## src/design/skic_pkg.sv

```systemverilog
package skic_pkg;

    localparam int MAX_WIDTH  = 2048;
    localparam int MAX_HEIGHT = 4096;

    localparam int WID_W = 12;
    localparam int HGT_W = 13;
    localparam int COL_W = $clog2(MAX_WIDTH);
    localparam int ROW_W = 12;
    localparam int PEND_W = 14;
    localparam int ADDR_W = 3;

    localparam logic [WID_W-1:0] WIDTH_RESET  = 12'd640;
    localparam logic [HGT_W-1:0] HEIGHT_RESET = 13'd480;
    localparam logic [WID_W-1:0] WIDTH_MAX_V  = 12'd2048;
    localparam logic [HGT_W-1:0] HEIGHT_MAX_V = 13'd4096;
    localparam logic [HGT_W-1:0] DIM_MIN      = 13'd5;

    localparam logic [0:0] REG_WIDTH  = 1'b0;
    localparam logic [0:0] REG_HEIGHT = 1'b1;

    localparam logic [0:0] MODE_PIXEL = 1'b0;

    // Reciprocals: (x * RECIP) >> SHIFT is exact over the value ranges used.
    localparam logic [10:0] RECIP5       = 11'd1639;
    localparam int          RECIP5_SHIFT = 13;
    localparam logic [26:0] GAUSS_RECIP  = 27'd70368745;
    localparam int          GAUSS_SHIFT  = 44;
    localparam logic [25:0] GAUSS_SAT    = 26'd64000000;

    localparam logic [16:0] GAUSS_W [5][5] = '{
        '{17'd120,  17'd1253,  17'd2736,  17'd1253,  17'd120},
        '{17'd1253, 17'd13054, 17'd28514, 17'd13054, 17'd1253},
        '{17'd2736, 17'd28514, 17'd62279, 17'd28514, 17'd2736},
        '{17'd1253, 17'd13054, 17'd28514, 17'd13054, 17'd1253},
        '{17'd120,  17'd1253,  17'd2736,  17'd1253,  17'd120}
    };

    typedef struct packed {
        logic [7:0]       pixel;
        logic [COL_W-1:0] col;
        logic             emit;
        logic             v3;
        logic             v5;
        logic             fe;
    } skic_item_t;

    function automatic logic [7:0] clamp_byte(input logic signed [12:0] v);
        logic [7:0] r;
        if (v < 0)
        begin
            r = 8'd0;
        end
        else if (v > 13'sd255)
        begin
            r = 8'd255;
        end
        else
        begin
            r = v[7:0];
        end
        return r;
    endfunction

endpackage

```

## src/design/skic_kernels.sv

```systemverilog
module skic_kernels
    import skic_pkg::*;
(
    input  logic        clk,
    input  logic        rst_n,
    input  logic        en,
    input  logic        s1_valid,
    input  skic_item_t  s1_item,
    input  logic [31:0] s1_rdata,
    output logic        wr_en,
    output logic [COL_W-1:0] wr_addr,
    output logic [31:0] wr_data,
    output logic        s4_valid,
    output skic_item_t  s4_item,
    output logic [7:0]  s4_cross,
    output logic [7:0]  s4_diag,
    output logic [7:0]  s4_lap,
    output logic [7:0]  s4_sharp,
    output logic [7:0]  s4_emb,
    output logic [25:0] s4_gsum
);

    logic [7:0]  win_reg [5][5];
    logic [7:0]  col_new [5];
    logic        s2_valid_reg, s3_valid_reg, s4_valid_reg, s5_valid_reg;
    skic_item_t  s2_item_reg, s3_item_reg, s4_item_reg;

    logic [23:0] prod_reg [5][5];
    logic [10:0] csum_reg, dsum_reg;
    logic signed [12:0] lap_reg, emb_reg;
    logic [7:0]  ctr_reg;

    logic [24:0] rsum_reg [5];
    logic [7:0]  cross_reg, diag_reg, lapc_reg, sharp_reg, embc_reg;

    logic [25:0] gsum_reg;
    logic [7:0]  cross4_reg, diag4_reg, lap4_reg, sharp4_reg, emb4_reg;

    logic [10:0] csum_c, dsum_c, nsum_c;
    logic signed [12:0] emb_c, sharp_c;
    logic [24:0] rsum_c [5];
    logic [21:0] cq, dq;

    always_comb
    begin
        col_new[4] = s1_item.pixel;
        col_new[3] = s1_rdata[7:0];
        col_new[2] = s1_rdata[15:8];
        col_new[1] = s1_rdata[23:16];
        col_new[0] = s1_rdata[31:24];
    end

    assign wr_en   = en && s1_valid;
    assign wr_addr = s1_item.col;
    assign wr_data = {s1_rdata[23:0], s1_item.pixel};

    always_comb
    begin
        csum_c = 11'(win_reg[1][2]) + 11'(win_reg[3][2]) + 11'(win_reg[2][1])
                 + 11'(win_reg[2][3]) + 11'(win_reg[2][2]);
        dsum_c = 11'(win_reg[0][0]) + 11'(win_reg[1][1]) + 11'(win_reg[2][2])
                 + 11'(win_reg[3][3]) + 11'(win_reg[4][4]);
        nsum_c = 11'(win_reg[1][1]) + 11'(win_reg[1][2]) + 11'(win_reg[1][3])
                 + 11'(win_reg[2][1]) + 11'(win_reg[2][3])
                 + 11'(win_reg[3][1]) + 11'(win_reg[3][2]) + 11'(win_reg[3][3]);
        emb_c  = $signed(13'(win_reg[2][3])) + $signed(13'(win_reg[3][2]))
                 + $signed(13'(win_reg[3][3])) - $signed(13'(win_reg[1][1]))
                 - $signed(13'(win_reg[1][2])) - $signed(13'(win_reg[2][1]));
        for (int i = 0; i < 5; i++)
        begin
            rsum_c[i] = 25'(prod_reg[i][0]) + 25'(prod_reg[i][1]) + 25'(prod_reg[i][2])
                        + 25'(prod_reg[i][3]) + 25'(prod_reg[i][4]);
        end
        cq      = 22'(csum_reg) * 22'(RECIP5);
        dq      = 22'(dsum_reg) * 22'(RECIP5);
        sharp_c = lap_reg + $signed(13'(ctr_reg));
    end

    always_ff @(posedge clk or negedge rst_n)
    begin
        if (!rst_n)
        begin
            s2_valid_reg <= 1'b0;
            s3_valid_reg <= 1'b0;
            s4_valid_reg <= 1'b0;
            s5_valid_reg <= 1'b0;
        end
        else if (en)
        begin
            s2_valid_reg <= s1_valid;
            s3_valid_reg <= s2_valid_reg;
            s4_valid_reg <= s3_valid_reg;
            s5_valid_reg <= s4_valid_reg;
        end
    end

    always_ff @(posedge clk)
    begin
        if (en)
        begin
            if (s1_valid)
            begin
                for (int i = 0; i < 5; i++)
                begin
                    for (int j = 0; j < 4; j++)
                    begin
                        win_reg[i][j] <= win_reg[i][j+1];
                    end
                    win_reg[i][4] <= col_new[i];
                end
                s2_item_reg <= s1_item;
            end

            for (int i = 0; i < 5; i++)
            begin
                for (int j = 0; j < 5; j++)
                begin
                    prod_reg[i][j] <= 24'(GAUSS_W[i][j]) * 24'(win_reg[i][j]);
                end
            end
            csum_reg    <= csum_c;
            dsum_reg    <= dsum_c;
            ctr_reg     <= win_reg[2][2];
            lap_reg     <= $signed({2'b00, win_reg[2][2], 3'b000}) - $signed({2'b00, nsum_c});
            emb_reg     <= emb_c;
            s3_item_reg <= s2_item_reg;

            rsum_reg    <= rsum_c;
            cross_reg   <= cq[RECIP5_SHIFT+7:RECIP5_SHIFT];
            diag_reg    <= dq[RECIP5_SHIFT+7:RECIP5_SHIFT];
            lapc_reg    <= clamp_byte(lap_reg);
            sharp_reg   <= clamp_byte(sharp_c);
            embc_reg    <= clamp_byte(emb_reg);
            s4_item_reg <= s3_item_reg;

            gsum_reg    <= 26'(rsum_reg[0]) + 26'(rsum_reg[1]) + 26'(rsum_reg[2])
                           + 26'(rsum_reg[3]) + 26'(rsum_reg[4]);
            cross4_reg  <= cross_reg;
            diag4_reg   <= diag_reg;
            lap4_reg    <= lapc_reg;
            sharp4_reg  <= sharp_reg;
            emb4_reg    <= embc_reg;
        end
    end

    // The last stage carries the item tag and its valid flag alongside the
    // Gaussian sum and the finished bytes.
    skic_item_t s5_tag;
    always_ff @(posedge clk)
    begin
        if (en)
        begin
            s5_tag <= s4_item_reg;
        end
    end

    assign s4_valid = s5_valid_reg;
    assign s4_item  = s5_tag;
    assign s4_cross = cross4_reg;
    assign s4_diag  = diag4_reg;
    assign s4_lap   = lap4_reg;
    assign s4_sharp = sharp4_reg;
    assign s4_emb   = emb4_reg;
    assign s4_gsum  = gsum_reg;

endmodule

```

## config.mk

```make
export PLATFORM = sky130hd
export DESIGN_NAME = skic_kernels
export DESIGN_NICKNAME = d
export VERILOG_FILES = /design/src/design/skic_pkg.sv /design/src/design/skic_kernels.sv
export SDC_FILE = /design/constraint.sdc
export NUM_CORES = 2
export LEC_CHECK = 0
export CORE_MARGIN = 3
export CORE_UTILIZATION = 40
export DETAILED_ROUTE_END_ITERATION = 16
export DONT_BUFFER_PORTS = 1
export RECOVER_POWER = 100
export SLEW_MARGIN = 20
export SYNTH_ARGS = -nofsm -noshare
export SYNTH_HDL_FRONTEND = slang
export SYNTH_SLANG_ARGS = --single-unit
```

## constraint.sdc

```tcl
create_clock -name clk -period 9.7 [get_ports clk]
set_clock_uncertainty 0.15 [all_clocks]
set_input_delay 1.94 -clock clk [delete_from_list [all_inputs] [get_ports clk]]
set_output_delay 1.94 -clock clk [all_outputs]
set_load 0.05 [all_outputs]
```

==> summary.txt <==
Worst setup path
  • Reg2reg path depth: 16
  • Critical setup path kind: in -> out
  • R2r endpoint: prod_reg[1][41]
  • Critical Path End Type: output port
  • Arrival time worst endpoint: 5.44 ns
  • CP Max Fanout: 133
  • CP Launch Type: input port
  • Flop-to-flop setup slack: 3.52 ns
  • Worst R2R Start: win_reg[1][10]
  • WP data required: 7.61 ns

Clock network
  • H-tree levels: 4
  • TritonCTS clock tree: built
  • Post_cts resized: 0
  • Cts hold-fix bufs: 0
  • Maximum clock path buffer count: 3
  • Post-CTS Repair Setup Buffers: 0
  • Total clock buffers created by CTS: ~130
  • Clk Latency, worst-skew pair: just over 0.8 ns
  • Clk sink count: 1026
  • Worst-path clk slew: 0.06 ns
  • CTS root buffer: clkbuf_16

STA
  • Unrepaired setup endpoints after global routing: false
  • Final setup viols: 0
  • Hold Violations, Final: 0
  • Final hold slack: between 0.2 and 0.3 ns
  • Max Transition Viols Final: 196
  • Fmax: 0.133 GHz
  • Final Critical Period: 7.53 ns
  • Slew @ Worst Pin: 4.15 ns
  • Max_slew headroom: -177%
  • Setup_tns: 0 ns
  • Fin crit share: 77.6%

Floorplanning
  • Area of the core: 221000 µm²
  • Row cnt: 172
  • Die height: 478 µm
  • Die width: 478 µm
  • Initial cell density of the core: ~40%
  • Area of the die: 229000 µm²
  • Num ports: 193

Hold path
  • Min-Delay Path Class: reg -> reg
  • Hold Crit Depth: 0
  • HP Start: s3_item_reg[19]
  • Worst Hold Endpoint: s4_item_reg[19]

Finish
  • Post-layout nets: approximately 9.8k
  • Max FFs per register: 458
  • Commonest non-fill, non-tap cell in the layout: inv_1
  • Layout cells sized above 1: between 3 and 4%
  • Fillers: 20.3k
  • Most frequent cells in the layout: inv_1 (1499), ha_1 (1431), fa_1 (1047), edfxtp_1 (1022), xnor2_1 (345)
  • Area Growth Syn to Fin: 8.95%

Placed design
  • Detail Placement HPWL: ~170000 µm
  • PortBufs: 0
  • RePlAce Congestion: 0.914

Global routing
  • Initial antenna violation count: 17
  • Largest net degree at the start of global routing: 232
  • Vias in the first global route: roughly 55k
  • Total track usage: 18.3%
  • Global-route wire length before repair: 320000 µm
  • Grt total ovfl: 0

Yosys
  • Yosys synthesis warning count: 0
  • Post-Synthesis Cells: 7170
  • Syn_nets: slightly below 10k
  • Ys flop type: edfxtp_1
  • Synthesized cell area: 89200 µm²
  • Post-synth EDFFs: about 1.0k
  • Async set-or-reset flop fraction in the synthesized netlist: 0.390%
  • Sequential-to-total area share from yosys stat: 34.5%
  • Netlist cell types: 79
  • Avg Inst Size Synth: about 12 µm²
  • Number of synthesized register bits: 1026

Detailed routing
  • Wirelength per Cell: approximately 20 µm
  • Vias/cell: 4.98
  • Drt total wl: 205000 µm
  • Number of DRC markers in iteration 0: 2985
  • Via count: 51.5k
  • Drt first pass iters: 5
  • Remaining DRCs: 0
  • Remaining antenna violation count after routing: 0

Job
  • Max-Cap Viols: 3

Run status
  • Outcome: finished, violations left
  • Failing checks: max-capacitance violations, max-slew violations
## worst max-delay path: stages
cell	delay (ns)
buf_16	0.40
buf_16	0.35
buf_16	0.43
and2_0	1.97
## Yosys cell counts, drive strengths merged (63+ instances only)
cell type     n  share of area, %
inv        1500               6.3
ha         1431                20
fa         1047                24
edfxtp     1022                34
xnor2       345               3.4
a21oi       311               1.8
nor2        253               1.1
o21ai       149              0.84
xor2        125               1.2
nand2       112              0.47
a21o         92              0.78
o21bai       92              0.77
nor3         82              0.46
nor2b        72              0.51
nand3        63              0.35
## final cells by class
class,count,area (µm²),area share [%]
Timing Repair Buffer,21,223,0.229
Clock inverter,86,1050,1.09
Clock buffer,147,3380,3.48
Sequential cell,1026,30800,31.7
Antenna cell,5,12.5,0.0129
Multi-Input combinational cell,4595,52400,53.9
Inverter,1501,5640,5.80
Tap cell,2958,3700,3.81
## per-stage QoR
stage          cells  area, µm²  worst slack (ns)  utilization (%)
2_1_floorplan   7170      89200             0.471                -
3_3_place_gp   10099      92800              3.22             42.0
3_5_place_dp   10099      92800              3.17             42.0
4_1_cts        10332      97200              3.19             44.0
5_1_grt        10338      97200              1.94             44.0
6_report       10339      97200              2.17             44.0
## worst max path at each step
stage               cells past startpoint    end  startpoint
floorplan                               1  wr_en    s1_valid
global placement                        3  wr_en          en
detailed placement                      3  wr_en          en
CTS                                     3  wr_en          en
global route                            4  wr_en          en
finish                                  4  wr_en          en
## logic make-up after synthesis
family / Yosys count / synth area share (%)
adders and majority gates: 2478 / 43.6
buffers and inverters: 1549 / 6.70
DFF: 1026 / 34.5
AOI/OAI and AO/OA: 891 / 6.41
and+or+nand+nor: 750 / 4.10
xor gates and xnor gates: 470 / 4.62
muxes: 6 / 0.0730
## routing by layer
metal	GRT usage, %	wire, µm	vias to the layer above
met1	24.6	91000	26042
met4	5.84	6580	0
met3	2.15	7990	252
met2	31.1	99900	942
met5	0	0	-
li1	-	-	24297
Power is not shown: default switching activity piles up to over one toggle a cycle in this logic, so the estimate is an artifact.
