## src/design/skic_pkg.sv

```systemverilog
package skic_pkg;

    localparam int MAX_WIDTH  = 2048;
    localparam int MAX_HEIGHT = 4096;

    localparam int WID_W = 12;
    localparam int HGT_W = 13;
    localparam int COL_W = $clog2(MAX_WIDTH);
    localparam int ROW_W = 12;
    localparam int PEND_W = 14;
    localparam int ADDR_W = 3;

    localparam logic [WID_W-1:0] WIDTH_RESET  = 12'd640;
    localparam logic [HGT_W-1:0] HEIGHT_RESET = 13'd480;
    localparam logic [WID_W-1:0] WIDTH_MAX_V  = 12'd2048;
    localparam logic [HGT_W-1:0] HEIGHT_MAX_V = 13'd4096;
    localparam logic [HGT_W-1:0] DIM_MIN      = 13'd5;

    localparam logic [0:0] REG_WIDTH  = 1'b0;
    localparam logic [0:0] REG_HEIGHT = 1'b1;

    localparam logic [0:0] MODE_PIXEL = 1'b0;

    // Reciprocals: (x * RECIP) >> SHIFT is exact over the value ranges used.
    localparam logic [10:0] RECIP5       = 11'd1639;
    localparam int          RECIP5_SHIFT = 13;
    localparam logic [26:0] GAUSS_RECIP  = 27'd70368745;
    localparam int          GAUSS_SHIFT  = 44;
    localparam logic [25:0] GAUSS_SAT    = 26'd64000000;

    localparam logic [16:0] GAUSS_W [5][5] = '{
        '{17'd120,  17'd1253,  17'd2736,  17'd1253,  17'd120},
        '{17'd1253, 17'd13054, 17'd28514, 17'd13054, 17'd1253},
        '{17'd2736, 17'd28514, 17'd62279, 17'd28514, 17'd2736},
        '{17'd1253, 17'd13054, 17'd28514, 17'd13054, 17'd1253},
        '{17'd120,  17'd1253,  17'd2736,  17'd1253,  17'd120}
    };

    typedef struct packed {
        logic [7:0]       pixel;
        logic [COL_W-1:0] col;
        logic             emit;
        logic             v3;
        logic             v5;
        logic             fe;
    } skic_item_t;

    function automatic logic [7:0] clamp_byte(input logic signed [12:0] v);
        logic [7:0] r;
        if (v < 0)
        begin
            r = 8'd0;
        end
        else if (v > 13'sd255)
        begin
            r = 8'd255;
        end
        else
        begin
            r = v[7:0];
        end
        return r;
    endfunction

endpackage

```

## src/design/skic_ctrl.sv

```systemverilog
module skic_ctrl
    import skic_pkg::*;
(
    input  logic             clk,
    input  logic             rst_n,
    input  logic             restart,
    input  logic             en,
    input  logic             accept,
    input  logic             mode,
    input  logic [7:0]       pixel,
    input  logic [WID_W-1:0] width,
    input  logic [HGT_W-1:0] height,
    output logic             rd_en,
    output logic [COL_W-1:0] rd_addr,
    output logic             s1_valid,
    output skic_item_t       s1_item
);

    logic [COL_W-1:0]  in_col_reg, in_col_next;
    logic [HGT_W-1:0]  in_row_reg, in_row_next;
    logic              in_done_reg, in_done_next;
    logic [COL_W-1:0]  out_col_reg, out_col_next;
    logic [ROW_W-1:0]  out_row_reg, out_row_next;
    logic [PEND_W-1:0] pend_reg, pend_next;
    logic [COL_W-1:0]  scol_reg, scol_next;
    logic              s1_valid_reg;
    skic_item_t        s1_item_reg;

    logic              take;
    logic              emit;
    logic [PEND_W-1:0] pend_inc;
    logic [PEND_W-1:0] lead;
    logic [WID_W-1:0]  col1, col2, col3, in1, s1c;
    logic [HGT_W-1:0]  row1, row2, row3, inr1;
    logic              v3, v5, fe;

    always_comb
    begin
        take     = accept && (in_done_reg || mode == MODE_PIXEL);
        pend_inc = pend_reg + 1'b1;
        lead     = {1'b0, width, 1'b0} + PEND_W'(3);
        emit     = in_done_reg || (pend_inc >= lead);

        col1 = {1'b0, out_col_reg} + 1'b1;
        col2 = {1'b0, out_col_reg} + WID_W'(2);
        col3 = {1'b0, out_col_reg} + WID_W'(3);
        row1 = {1'b0, out_row_reg} + 1'b1;
        row2 = {1'b0, out_row_reg} + HGT_W'(2);
        row3 = {1'b0, out_row_reg} + HGT_W'(3);
        in1  = {1'b0, in_col_reg} + 1'b1;
        inr1 = in_row_reg + 1'b1;
        s1c  = {1'b0, scol_reg} + 1'b1;

        v3 = (out_row_reg != '0) && (row2 <= height) && (out_col_reg != '0) && (col2 <= width);
        v5 = (out_row_reg >= ROW_W'(2)) && (row3 <= height)
             && (out_col_reg >= COL_W'(2)) && (col3 <= width);
        fe = (row1 == height) && (col1 == width);

        in_col_next  = in_col_reg;
        in_row_next  = in_row_reg;
        in_done_next = in_done_reg;
        out_col_next = out_col_reg;
        out_row_next = out_row_reg;
        pend_next    = pend_reg;
        scol_next    = scol_reg;

        if (take)
        begin
            scol_next = (s1c >= width) ? '0 : s1c[COL_W-1:0];
            if (!in_done_reg)
            begin
                pend_next = emit ? pend_reg : pend_inc;
                if (in1 >= width)
                begin
                    in_col_next = '0;
                    in_row_next = inr1;
                    if (inr1 >= height)
                    begin
                        in_done_next = 1'b1;
                    end
                end
                else
                begin
                    in_col_next = in1[COL_W-1:0];
                end
            end
            if (emit)
            begin
                if (col1 >= width)
                begin
                    out_col_next = '0;
                    out_row_next = row1[ROW_W-1:0];
                end
                else
                begin
                    out_col_next = col1[COL_W-1:0];
                end
            end
            if (emit && fe)
            begin
                in_col_next  = '0;
                in_row_next  = '0;
                in_done_next = 1'b0;
                out_col_next = '0;
                out_row_next = '0;
                pend_next    = '0;
                scol_next    = '0;
            end
        end
        if (restart)
        begin
            in_col_next  = '0;
            in_row_next  = '0;
            in_done_next = 1'b0;
            out_col_next = '0;
            out_row_next = '0;
            pend_next    = '0;
            scol_next    = '0;
        end
    end

    always_ff @(posedge clk or negedge rst_n)
    begin
        if (!rst_n)
        begin
            in_col_reg   <= '0;
            in_row_reg   <= '0;
            in_done_reg  <= 1'b0;
            out_col_reg  <= '0;
            out_row_reg  <= '0;
            pend_reg     <= '0;
            scol_reg     <= '0;
            s1_valid_reg <= 1'b0;
        end
        else
        begin
            in_col_reg  <= in_col_next;
            in_row_reg  <= in_row_next;
            in_done_reg <= in_done_next;
            out_col_reg <= out_col_next;
            out_row_reg <= out_row_next;
            pend_reg    <= pend_next;
            scol_reg    <= scol_next;
            if (en)
            begin
                s1_valid_reg <= take;
            end
        end
    end

    always_ff @(posedge clk)
    begin
        if (take)
        begin
            s1_item_reg.pixel <= pixel;
            s1_item_reg.col   <= scol_reg;
            s1_item_reg.emit  <= emit;
            s1_item_reg.v3    <= v3;
            s1_item_reg.v5    <= v5;
            s1_item_reg.fe    <= fe;
        end
    end

    assign rd_en    = take;
    assign rd_addr  = scol_reg;
    assign s1_valid = s1_valid_reg;
    assign s1_item  = s1_item_reg;

endmodule

```

## config.mk

```make
export PLATFORM = sky130hd
export DESIGN_NAME = skic_ctrl
export DESIGN_NICKNAME = d
export VERILOG_FILES = /design/src/design/skic_pkg.sv /design/src/design/skic_ctrl.sv
export SDC_FILE = /design/constraint.sdc
export NUM_CORES = 1
export LEC_CHECK = 0
export BUFFER_PORTS_ARGS = -buffer_cell sky130_fd_sc_hd__buf_4
export CORE_ASPECT_RATIO = 0.8
export CORE_UTILIZATION = 50
export DETAILED_ROUTE_END_ITERATION = 8
export GPL_TIMING_DRIVEN = 0
export PLACE_DENSITY = 0.67
export RECOVER_POWER = 50
export SYNTH_ARGS = -nofsm -noshare
export SYNTH_HDL_FRONTEND = slang
export SYNTH_SLANG_ARGS = --single-unit
```

## constraint.sdc

```tcl
create_clock -name clk -period 7.1 [get_ports clk]
set_input_delay 1.42 -clock clk [delete_from_list [all_inputs] [get_ports clk]]
set_output_delay 1.42 -clock clk [all_outputs]
set_load 0.05 [all_outputs]
```

==> flow_metrics.env <==
export IMPL_async_s_r_ff_share_synth=0.763
export IMPL_grt_antenna_before_repair=0
export IMPL_synth_main_ff_cell="sky130_fd_sc_hd__dfrtp_1"
export IMPL_vias_per_cell=5.79
export IMPL_fmaxAchievable_ghz=0.186
export IMPL_overall_die_area_um2=17800
export IMPL_design_final_nets=1220
export IMPL_initial_cell_density_of_the_core=0.518
export IMPL_master_cell_of_the_clock_root_buffer="sky130_fd_sc_hd__clkbuf_16"
export IMPL_route_vias_total=7401
export IMPL_setup_viol=0
export IMPL_r2r_worst_path_cells=16
export IMPL_run_status="finished, violations left"
export IMPL_clock_slew_at_reported_path_ffs_ns=0.07
export IMPL_worst_setup_path_start_kind="input pin"
export IMPL_critical_path_most_common_cell="sky130_fd_sc_hd__buf_4"
export IMPL_design_core_area_um2=16700
export IMPL_worst_clock_skew_ns=0.0135
export IMPL_drtAntennaViolNets=0
export IMPL_slew_headroom=-1.71
export IMPL_timing_max_cap_violations=1
export IMPL_post_route_util=0.580
export IMPL_timing_worst_setup_path_type="in2out"
export IMPL_finalHoldViolations=0
export IMPL_cts_buffers=9
export IMPL_worstHoldPathType="reg2reg"
export IMPL_reg2reg_from="out_col_reg[4]$_DFFE_PN0P_"
export IMPL_post_cts_resized_instances=0
export IMPL_pins_over_their_slew_limit=75
export IMPL_crit_chain="buf_4, inv_1, o21ai_0, clkinv_1, buf_4"
export IMPL_gr_usage_all_layers=0.263
export IMPL_mappedNetlistNets=1136
export IMPL_fp_dieH_um=120
export IMPL_grt_first_pass_wirelength_mm=36.4
export IMPL_synth_seq_area_share=0.294
export IMPL_synth_edf_count=23
export IMPL_leakagePower_nw=4.87
export IMPL_cpPeakStageDelay_ns=1.24
export IMPL_ir_worst_vdd_mv=0.0988
export IMPL_postCtsHoldBufs=0
export IMPL_drc=0
export IMPL_critical_path_endpoint_type="output port"
export IMPL_critical_path_reg2reg_endpoint="pend_reg[8]$_DFFE_PN0P_"
export IMPL_synth_seq_cells=97
export IMPL_cp_arrival_ns=3.96
export IMPL_portBuffers=73
export IMPL_worstHoldEndpoint="pend_reg[12]$_DFFE_PN0P_"
export IMPL_cp_required_ns=5.68
export IMPL_io_pins=75
export IMPL_grt_max_degree=75
export IMPL_synth_distinct_cells=66
export IMPL_die_width_um=149
export IMPL_numPlacedInstances=1262
export IMPL_antenna_cells_inserted=0
export IMPL_post_drt_wl_per_cell_um=17.4
export IMPL_first_iter_violations=482
export IMPL_transition_time_of_the_tightest_slew_check_pin_ns=4.06
export IMPL_cpMaxStageDelayCell="sky130_fd_sc_hd__clkinv_1"
export IMPL_first_global_vias=6835
export IMPL_holdPathStages=1
export IMPL_drive_above_1_share=0.0992
export IMPL_first_pass_detailed_route_iteration_total=5
export IMPL_syn2layout_area_growth_pct=12.0
export IMPL_syn_area_per_cell_um2=8.93
export IMPL_setup_repair_after_global_routing_missed_its_margin="false"
export IMPL_max_reg_flops=23
export IMPL_finalCriticalPeriod_ns=5.38
export IMPL_number_of_rows_in_the_core_area=42
export IMPL_violations="max-capacitance violations, max-slew violations"
export IMPL_fin_cells=1278
export IMPL_grt_ovfl_total=0
export IMPL_routed_wl_mm=22.3
export IMPL_final_setup_tns_ns=0
export IMPL_worstSkewPairLatency_ns=0.36
export IMPL_ff2ff_setup_slack_ns=2.09
export IMPL_pwr_density_cell_nw_per_um2=142
export IMPL_whs_ns=0.505
export IMPL_synth_cells=969
export IMPL_max_clock_path_buffers=2
export IMPL_clock_sink_total=97
export IMPL_layout_worst_path_cycle_share=0.758
export IMPL_path_max_fanout=32
export IMPL_tritoncts="yes"
export IMPL_dpl_hpwl_mm=17.3
export IMPL_post_layout_total_power_mw=1.38
export IMPL_yosysWarnings=0
export IMPL_place_congestion=0.888
export IMPL_htree_levels=3
export IMPL_synth_cell_area_um2=8660
export IMPL_hold_start="pend_reg[12]$_DFFE_PN0P_"
export IMPL_cts_setup_buffers=0
==> final cells by class <==
cell class	count	area [um^2]
clock inverter	7	76.3
buffer	39	174
clock buffer	9	225
tap	220	275
fill	1539	7020
multi-input combinational	787	5770
timing repair buffer	73	462
inverter	46	173
sequential	97	2540
==> cell families (layout without fill, tap and decap cells) <==
family,Yosys count,after routing,synth area share
buffers and inverters,85,174,0.0400
AO/OA/AOI/OAI,240,240,0.193
AND/OR/NAND/NOR,326,326,0.194
flip-flops,97,97,0.294
adder cells (fa/ha/maj),128,128,0.185
multiplexers,1,1,0.00130
XOR/XNOR,92,92,0.0931
==> critical path: cells and delay by family <==
kind            cells  cell delay, ns
compound gates      1            0.55
buf+inv             4            1.97
==> synth_stat cells (8+ instances only) <==
cell type                  number  area share
sky130_fd_sc_hd__o31ai_1       12       0.010
sky130_fd_sc_hd__nand2_1       79       0.034
sky130_fd_sc_hd__a22o_1        29       0.029
sky130_fd_sc_hd__inv_1         44       0.019
sky130_fd_sc_hd__edfxtp_1      23       0.080
sky130_fd_sc_hd__xor2_1        36       0.036
sky130_fd_sc_hd__and3_1        24       0.017
sky130_fd_sc_hd__o21ai_0       52       0.030
sky130_fd_sc_hd__a21o_1        41       0.036
sky130_fd_sc_hd__nor4_1         8      0.0058
sky130_fd_sc_hd__nand3_1       42       0.024
sky130_fd_sc_hd__ha_1         128        0.18
sky130_fd_sc_hd__nand4_1       21       0.015
sky130_fd_sc_hd__nor2_1        60       0.026
sky130_fd_sc_hd__nor3_1        20       0.012
sky130_fd_sc_hd__a211oi_1       8      0.0069
sky130_fd_sc_hd__nor2b_1       10      0.0072
sky130_fd_sc_hd__nand2b_1      24       0.017
sky130_fd_sc_hd__xnor2_1       56       0.057
sky130_fd_sc_hd__buf_2         14      0.0081
sky130_fd_sc_hd__dfrtp_1       74        0.21
sky130_fd_sc_hd__a21oi_1       47       0.027
sky130_fd_sc_hd__or2_2          9      0.0065
sky130_fd_sc_hd__clkbuf_1      17      0.0074
==> layer usage <==
metal,global-route usage,up-vias,share of wire
met2,0.363,183,0.40
met3,0.0414,23,0.060
li1,-,3726,-
met5,0,-,0
met4,0.0625,0,0.014
met1,0.416,3469,0.53
==> metrics by stage <==
step / setup WS [ns] / area, um^2
after floorplan: 2.70 / 8660
final: 1.72 / 9700
after detailed placement: 1.70 / 9480
after CTS: 1.72 / 9780
after global placement: 1.66 / 9480
after global routing: 1.49 / 9700
==> how the worst max path moves through the flow <==
stage,startpoint,endpoint,slack (ns),cells past startpoint
6_report,mode,rd_en,1.72,5
5_1_grt,rst_n,in_done_reg$_DFFE_PN0P_,1.49,1
4_1_cts,mode,rd_en,1.72,5
3_5_place_dp,mode,rd_en,1.70,5
3_3_place_gp,mode,rd_en,1.66,5
2_1_floorplan,width[8],out_col_reg[3]$_DFFE_PN0P_,2.70,14
==> placed cells by master (no fill, tap or decap), types with 10 or more instances in the layout <==
master                     count
sky130_fd_sc_hd__nand3_1      42
sky130_fd_sc_hd__nand2b_1     24
sky130_fd_sc_hd__edfxtp_1     23
sky130_fd_sc_hd__buf_4        44
sky130_fd_sc_hd__clkbuf_1     40
sky130_fd_sc_hd__buf_2        14
sky130_fd_sc_hd__a21o_1       41
sky130_fd_sc_hd__nor2b_1      10
sky130_fd_sc_hd__a22o_1       29
sky130_fd_sc_hd__o21ai_0      52
sky130_fd_sc_hd__xor2_1       36
sky130_fd_sc_hd__a21oi_1      47
sky130_fd_sc_hd__nand2_1      79
sky130_fd_sc_hd__and3_1       24
sky130_fd_sc_hd__nor2_1       60
sky130_fd_sc_hd__xnor2_1      56
sky130_fd_sc_hd__inv_1        44
sky130_fd_sc_hd__nand4_1      21
sky130_fd_sc_hd__ha_1        128
sky130_fd_sc_hd__nor3_1       20
sky130_fd_sc_hd__dfrtp_1      74
sky130_fd_sc_hd__o31ai_1      12
==> power breakdown <==
group / internal [mW] / switching [mW] / total, mW
registers: 0.585 / 0.0173 / 0.602
logic: 0.0998 / 0.177 / 0.277
clock network: 0.251 / 0.247 / 0.498
total: 0.936 / 0.441 / 1.38
(Power assumes the default switching activity.)
